`config.mk`:
```
export PLATFORM = sky130hd
export DESIGN_NAME = sdqw_interp_flat
export DESIGN_NICKNAME = d
export VERILOG_FILES = /design/src/sdqw_pkg.sv /design/src/sdqw_ifs.sv /design/src/sdqw_interp.sv /design/src/flat_wrapper.sv
export SDC_FILE = /design/constraint.sdc
export NUM_CORES = 1
export LEC_CHECK = 0
export ABC_CLOCK_PERIOD_IN_PS = 21300
export BUFFER_PORTS_ARGS = -buffer_cell sky130_fd_sc_hd__buf_2
export CORE_UTILIZATION = 50
export DETAILED_ROUTE_END_ITERATION = 8
export GPL_TIMING_DRIVEN = 0
export PLACE_DENSITY = 0.66
export SLEW_MARGIN = 20
export SYNTH_ARGS = -nofsm -noshare
export SYNTH_HDL_FRONTEND = slang
export SYNTH_SLANG_ARGS = --single-unit
```
`constraint.sdc`:
```
create_clock -name i_clk -period 21.3 [get_ports i_clk]
set_input_delay 4.26 -clock i_clk [delete_from_list [all_inputs] [get_ports i_clk]]
set_output_delay 4.26 -clock i_clk [all_outputs]
set_load 0.005 [all_outputs]
```
`src/sdqw_pkg.sv`:
```
// Package with shared constants and the quarter-wave sine table generator.
`timescale 1ns / 1ps

package sdqw_pkg;

    // Width of the phase accumulator word.
    localparam int PHASE_W = 32;

    // pi/2 in Q60 fixed point.
    localparam logic [63:0] HALF_PI_Q60 = 64'h1921FB54442D1847;

    // Number of Taylor terms after the first one.
    localparam int TAYLOR_TERMS = 12;

    // Returns (a * b) >> 60 for operands below 2^62, kept to 64 bits.
    function automatic logic [63:0] sdqw_mul_q60(input logic [63:0] a, input logic [63:0] b);
        logic [127:0] prod;
        prod = 128'(a) * 128'(b);
        return prod[123:60];
    endfunction

    // Sine of x for 0 <= x <= pi/2, argument and result in Q60.
    function automatic logic [63:0] sdqw_sin_q60(input logic [63:0] x);
        logic [63:0] x2;
        logic [63:0] term;
        logic [63:0] acc;
        logic        subtract;
        x2       = sdqw_mul_q60(x, x);
        term     = x;
        acc      = x;
        subtract = 1'b1;
        for (int k = 1; k <= TAYLOR_TERMS; k++) begin
            term = sdqw_mul_q60(term, x2) / 64'((2 * k) * (2 * k + 1));
            if (subtract) begin
                acc = acc - term;
            end else begin
                acc = acc + term;
            end
            subtract = !subtract;
        end
        return acc;
    endfunction

    // Table entry idx: round(amp * sin(pi * idx / 2^(tab_bits+1))), clamped to amp.
    function automatic logic [63:0] sdqw_rom_entry(input int unsigned idx,
                                                   input int unsigned tab_bits,
                                                   input int unsigned smp_bits);
        logic [63:0] coarse;
        logic [63:0] fine;
        logic [63:0] x;
        logic [63:0] amp;
        logic [63:0] v;
        coarse = HALF_PI_Q60 >> tab_bits;
        fine   = HALF_PI_Q60 & ((64'd1 << tab_bits) - 64'd1);
        x      = coarse * 64'(idx) + ((fine * 64'(idx)) >> tab_bits);
        amp    = (64'd1 << (smp_bits - 1)) - 64'd1;
        v      = ((sdqw_sin_q60(x) >> 20) * amp + (64'd1 << 39)) >> 40;
        if (v > amp) begin
            v = amp;
        end
        return v;
    endfunction

endpackage

```
`src/sdqw_ifs.sv`:
```
// Valid/ready stream interfaces for the phase input and the sine output.
`timescale 1ns / 1ps

interface sdqw_phase_if;
    import sdqw_pkg::*;

    logic               valid;
    logic               ready;
    logic [PHASE_W-1:0] phase;

    modport source (output valid, output phase, input ready);
    modport sink   (input valid, input phase, output ready);
endinterface

interface sdqw_sine_if #(
    parameter int SAMPLE_BITS = 16
);
    logic                          valid;
    logic                          ready;
    logic signed [SAMPLE_BITS-1:0] sine_value;

    modport source (output valid, output sine_value, input ready);
    modport sink   (input valid, input sine_value, output ready);
endinterface

```
`src/sdqw_interp.sv`:
```
// Phase decode, table read and linear interpolation pipeline.
`timescale 1ns / 1ps

module sdqw_interp #(
    parameter int TABLE_BITS = 10,
    parameter int SAMPLE_BITS = 16
) (
    input  logic                   i_clk,
    input  logic                   i_rst_n,
    input  logic                   i_enable,
    sdqw_phase_if.sink             i_phase_if,
    sdqw_sine_if.source            o_sine_if,
    output logic                   o_rd_en,
    output logic [TABLE_BITS:0]    o_rd_addr_a,
    output logic [TABLE_BITS:0]    o_rd_addr_b,
    input  logic [SAMPLE_BITS-2:0] i_rd_data_a,
    input  logic [SAMPLE_BITS-2:0] i_rd_data_b
);
    import sdqw_pkg::*;

    localparam int ADDR_W  = TABLE_BITS + 1;
    localparam int ROM_W   = SAMPLE_BITS - 1;
    localparam int FRACT_W = PHASE_W - TABLE_BITS - 2;
    localparam int PROD_W  = SAMPLE_BITS + FRACT_W + 1;
    localparam int TAB_N   = 1 << TABLE_BITS;

    // Pipeline advance: a stage moves on when the stage after it is empty or moving.
    logic w_adv1;
    logic w_adv2;
    logic w_adv3;
    logic w_accept;

    logic r_v1;
    logic r_v2;
    logic r_v3;

    assign w_adv3   = !r_v3 || o_sine_if.ready;
    assign w_adv2   = !r_v2 || w_adv3;
    assign w_adv1   = !r_v1 || w_adv2;
    assign w_accept = i_phase_if.valid && i_phase_if.ready;

    assign i_phase_if.ready = i_enable && w_adv1;

    // Address decode: mirror the index in the odd quadrant and read the neighbor downward.
    logic [TABLE_BITS-1:0] w_idx;
    logic                  w_half;
    logic [ADDR_W-1:0]     w_addr_a;
    logic [ADDR_W-1:0]     w_addr_b;

    assign w_idx  = i_phase_if.phase[PHASE_W-3 -: TABLE_BITS];
    assign w_half = i_phase_if.phase[PHASE_W-2];

    always_comb begin
        if (w_half) begin
            w_addr_a = ADDR_W'(TAB_N) - {1'b0, w_idx};
            w_addr_b = w_addr_a - ADDR_W'(1);
        end else begin
            w_addr_a = {1'b0, w_idx};
            w_addr_b = w_addr_a + ADDR_W'(1);
        end
    end

    assign o_rd_en     = w_adv1;
    assign o_rd_addr_a = w_addr_a;
    assign o_rd_addr_b = w_addr_b;

    // Stage one sidebands: fraction and sign travel alongside the table read.
    logic [FRACT_W-1:0] r_fract1;
    logic               r_sign1;

    // Stage two: difference times fraction.
    logic signed [SAMPLE_BITS-1:0] w_diff;
    logic signed [PROD_W-1:0]      w_prod;
    logic signed [PROD_W-1:0]      r_prod2;
    logic [ROM_W-1:0]              r_f0_2;
    logic                          r_sign2;

    assign w_diff = $signed({1'b0, i_rd_data_b}) - $signed({1'b0, i_rd_data_a});
    assign w_prod = PROD_W'(w_diff * $signed({1'b0, r_fract1}));

    // Stage three: round half up, add to the first entry, apply the sign.
    logic signed [PROD_W-1:0]  w_round;
    logic signed [PROD_W-1:0]  w_delta;
    logic [SAMPLE_BITS-1:0]    w_mag;
    logic [SAMPLE_BITS-1:0]    w_res;
    logic [SAMPLE_BITS-1:0]    r_out;

    assign w_round = r_prod2 + $signed(PROD_W'(1) << (FRACT_W - 1));
    assign w_delta = w_round >>> FRACT_W;
    assign w_mag   = {1'b0, r_f0_2} + w_delta[SAMPLE_BITS-1:0];
    assign w_res   = r_sign2 ? (SAMPLE_BITS'(0) - w_mag) : w_mag;

    // Valid bits of the three stages.
    always_ff @(posedge i_clk) begin
        if (!i_rst_n) begin
            r_v1 <= 1'b0;
            r_v2 <= 1'b0;
            r_v3 <= 1'b0;
        end else begin
            if (w_adv1) begin
                r_v1 <= w_accept;
            end
            if (w_adv2) begin
                r_v2 <= r_v1;
            end
            if (w_adv3) begin
                r_v3 <= r_v2;
            end
        end
    end

    // Payload registers of the three stages.
    always_ff @(posedge i_clk) begin
        if (w_adv1) begin
            r_fract1 <= i_phase_if.phase[FRACT_W-1:0];
            r_sign1  <= i_phase_if.phase[PHASE_W-1];
        end
        if (w_adv2) begin
            r_prod2 <= w_prod;
            r_f0_2  <= i_rd_data_a;
            r_sign2 <= r_sign1;
        end
        if (w_adv3) begin
            r_out <= w_res;
        end
    end

    assign o_sine_if.valid      = r_v3;
    assign o_sine_if.sine_value = $signed(r_out);

endmodule

```
`src/flat_wrapper.sv`:
```
// flat-port wrapper written by rule: the top's interface ports become plain ports
module sdqw_interp_flat import sdqw_pkg::*;
#(
    parameter int TABLE_BITS = 10,
    parameter int SAMPLE_BITS = 16
)
  (i_clk, i_rst_n, i_enable, o_rd_en, o_rd_addr_a, o_rd_addr_b, i_rd_data_a, i_rd_data_b, i_phase_if_valid, i_phase_if_phase, i_phase_if_ready, o_sine_if_valid, o_sine_if_sine_value, o_sine_if_ready);
  sdqw_phase_if i_phase_if_i ();
  sdqw_sine_if #(.SAMPLE_BITS(SAMPLE_BITS)) o_sine_if_i ();
  input  logic i_clk;
  input  logic i_rst_n;
  input  logic i_enable;
  output logic o_rd_en;
  output logic [TABLE_BITS:0] o_rd_addr_a;
  output logic [TABLE_BITS:0] o_rd_addr_b;
  input  logic [SAMPLE_BITS-2:0] i_rd_data_a;
  input  logic [SAMPLE_BITS-2:0] i_rd_data_b;
  input wire logic [$bits(i_phase_if_i.valid)-1:0] i_phase_if_valid;
  input wire logic [$bits(i_phase_if_i.phase)-1:0] i_phase_if_phase;
  output wire logic [$bits(i_phase_if_i.ready)-1:0] i_phase_if_ready;
  output wire logic [$bits(o_sine_if_i.valid)-1:0] o_sine_if_valid;
  output wire logic [$bits(o_sine_if_i.sine_value)-1:0] o_sine_if_sine_value;
  input wire logic [$bits(o_sine_if_i.ready)-1:0] o_sine_if_ready;
  assign i_phase_if_i.valid = i_phase_if_valid;
  assign i_phase_if_i.phase = i_phase_if_phase;
  assign i_phase_if_ready = i_phase_if_i.ready;
  assign o_sine_if_valid = o_sine_if_i.valid;
  assign o_sine_if_sine_value = o_sine_if_i.sine_value;
  assign o_sine_if_i.ready = o_sine_if_ready;
  sdqw_interp #(.TABLE_BITS(TABLE_BITS), .SAMPLE_BITS(SAMPLE_BITS)) u_core (.i_clk(i_clk), .i_rst_n(i_rst_n), .i_enable(i_enable), .i_phase_if(i_phase_if_i), .o_sine_if(o_sine_if_i), .o_rd_en(o_rd_en), .o_rd_addr_a(o_rd_addr_a), .o_rd_addr_b(o_rd_addr_b), .i_rd_data_a(i_rd_data_a), .i_rd_data_b(i_rd_data_b));
endmodule
```
==> flow_summary.ini <==
[drt]
viasPerCell = 5.30
initialDrtViolationCount = 685
vias = 11715
drc_errors = 0
first_pass_iters = 6
routed_wl_mm = 37.0
wl_per_cell_um = 16.7
postRouteAntennaNets = 0

[sta]
fin_tns_setup_ns = 0
skew_ns = 0.0109
max_freq_mhz = 75.5
hold_violations = 0
rsz0062_at_grt = false
final_max_slew_viol_count = 0
final-setup-viol-count = 0
slew_headroom_pct = 45.2
hold_slack_ns = 0.447
min_period_ns = 13.25
min_period_over_period_pct = 62.2
tightest_slew_ns = 0.822

[floorplanning]
design.core.area_mm2 = 0.0299
initial_core_util_pct = 51.1
dieArea_mm2 = 0.0313
io_pins = 108
dieHeight_um = 177
fp-row-count = 63
die_w_um = 177

[setup_path]
cp-end-kind = flop
crit_path_top_delay_cell = clkbuf_1
worstPathMaxFanout = 10
start_kind = input pin
path_class = input pin to flop
critPathRequiredTime_ns = 21.42
max_stage_delay_ns = 0.64
crit_arrival_ns = 13.36

[global_route]
grt_pass1_vias = 11717
grt_use_total_pct = 24.8
overflow = 0
grt_max_degree = 34
antenna_found_initial = 0
grt_pass1_wl_mm = 59.6

[cts]
cts_root_buffer = clkbuf_16
clk_pin_slew_ns = 0.06
clk-insertion-delay-late_ns = 0.35
cts_setup_buffers = 0
cts.repair.resized = 0
cts_buffer_depth = 2
cts_sinks = 73
cts_buffers = 9
cts_tree = yes
htree_levels = 3
cts_hold_buffers = 0

[synth]
synth_common_cells = inv_1, fa_1, nand2_1, ha_1, and2_1
synth_top_area_share_pct = 32.9
yosysSeqAreaShare_pct = 14.2
synth_edf_count = 70
yosys-top-cells-area = fa_1, edfxtp_1, ha_1
synthDistinctLibCells = 68
async_flop_share_pct = 0
syn-num-nets = 2174
synthCells = 1700
yosysTopAreaCell = fa_1
ys_ff_latch = 73
synth.most_common_cell = inv_1
synth_area_mm2 = 0.0153
yosys_most_used_dff = edfxtp_1
synth.avg_cell_area_um2 = 8.99
synth_warnings = 0

[place]
placed_cells = 2193
place_hpwl_mm = 30.7
io_buffers = 102
gp_congestion = 0.906

[finish]
diodes = 0
layout.cells.non_filler = 2209
area_delta_synth_final_pct = 8.91
nets = 2288
drive_gt1_share_pct = 8.03

[min_path]
hold_class = flop to flop

[status]
run_status = finished, final reports clean

[flow_run]
cap_violations = 0
[worst paths after layout]
| path | start | to | slack [ns] | cells past startpoint |
|---|---|---|---|---|
| worst max register to register | u_core.r_fract1[11] | u_core.r_prod2[34] | 13.48 | 22 |
| worst min-delay path | u_core.r_sign1 | u_core.r_sign2 | 0.45 | 0 |
| worst max-delay path | i_rd_data_b[0] | u_core.r_prod2[34] | 8.05 | 33 |
| worst min register to register | u_core.r_sign1 | u_core.r_sign2 | 0.45 | 0 |
[routing by layer]
layer,track usage [%],wire length (µm)
met5,0,0
met1,32.8,16500
met4,6.54,885
met3,5.63,2660
met2,40.8,16900
[cells in the final DEF, fill, tap and decap left out, types with 13 or more instances in the layout]
cell type  Yosys  routed
ha_1         156     156
xnor2_1       63      63
nor2_1        58      58
xor2_1        25      25
nand2_1      245     244
o21ai_0       31      31
nor3_1        22      22
a21oi_1       38      38
o21a_1        16      16
clkbuf_1      65      65
nand3_1       25      24
nand4_1       13      13
fa_1         251     251
inv_1        361     361
and2_1        83      83
buf_2          0     102
edfxtp_1      70      70
nor2b_1       30      30
[through the flow]
step                util, %  setup slack, ns  instance area [µm²]
finish                 55.7             8.05                16600
global route           55.7             7.66                16600
CTS                    55.7             8.15                16600
detailed placement     54.6             7.82                16300
global placement       54.5             7.83                16300
floorplan                 -             9.37                15300
[layout make-up]
type                            instances  area (µm²)
Multi-Input combinational cell       1198       11500
Timing Repair Buffer                  103         538
Buffer                                 67         255
Sequential cell                        73        2160
Fill cell                            2746       13200
Clock buffer                            9         225
Tap cell                              390         488
Clock inverter                          7         103
Inverter                              362        1360
[state kept, by name, indices dropped and copies added, names as in the netlist]
name / flops
u_core.r_sign2: 1
u_core.o_sine_if.sine_value: 16
u_core.r_v2: 1
u_core.r_f0_2: 15
u_core.o_sine_if.valid: 1
u_core.r_v1: 1
u_core.r_sign1: 1
u_core.r_prod2: 17
u_core.r_fract1: 20
[logic make-up after synthesis]
logic type	count (synthesis)	share of synthesized area, %
adders and majority gates	407	45.7
muxes	6	0.401
AOI/OAI and AO/OA	170	7.65
xor gates and xnor gates	88	5.04
buffers and inverters	429	10.6
and+or+nand+nor	527	16.5
DFF	73	14.2
[critical path, delay by kind of cell]
kind            cells  cell delay, ns
xor+xnor            1            0.21
fa+ha+maj           9            3.92
buf+inv             9            1.11
compound gates     10            2.56
simple gates        4            1.31
Power is left out: the tool's default activity adds up to more than one toggle a clock period on the data nets, which glitch-free logic cannot reach.
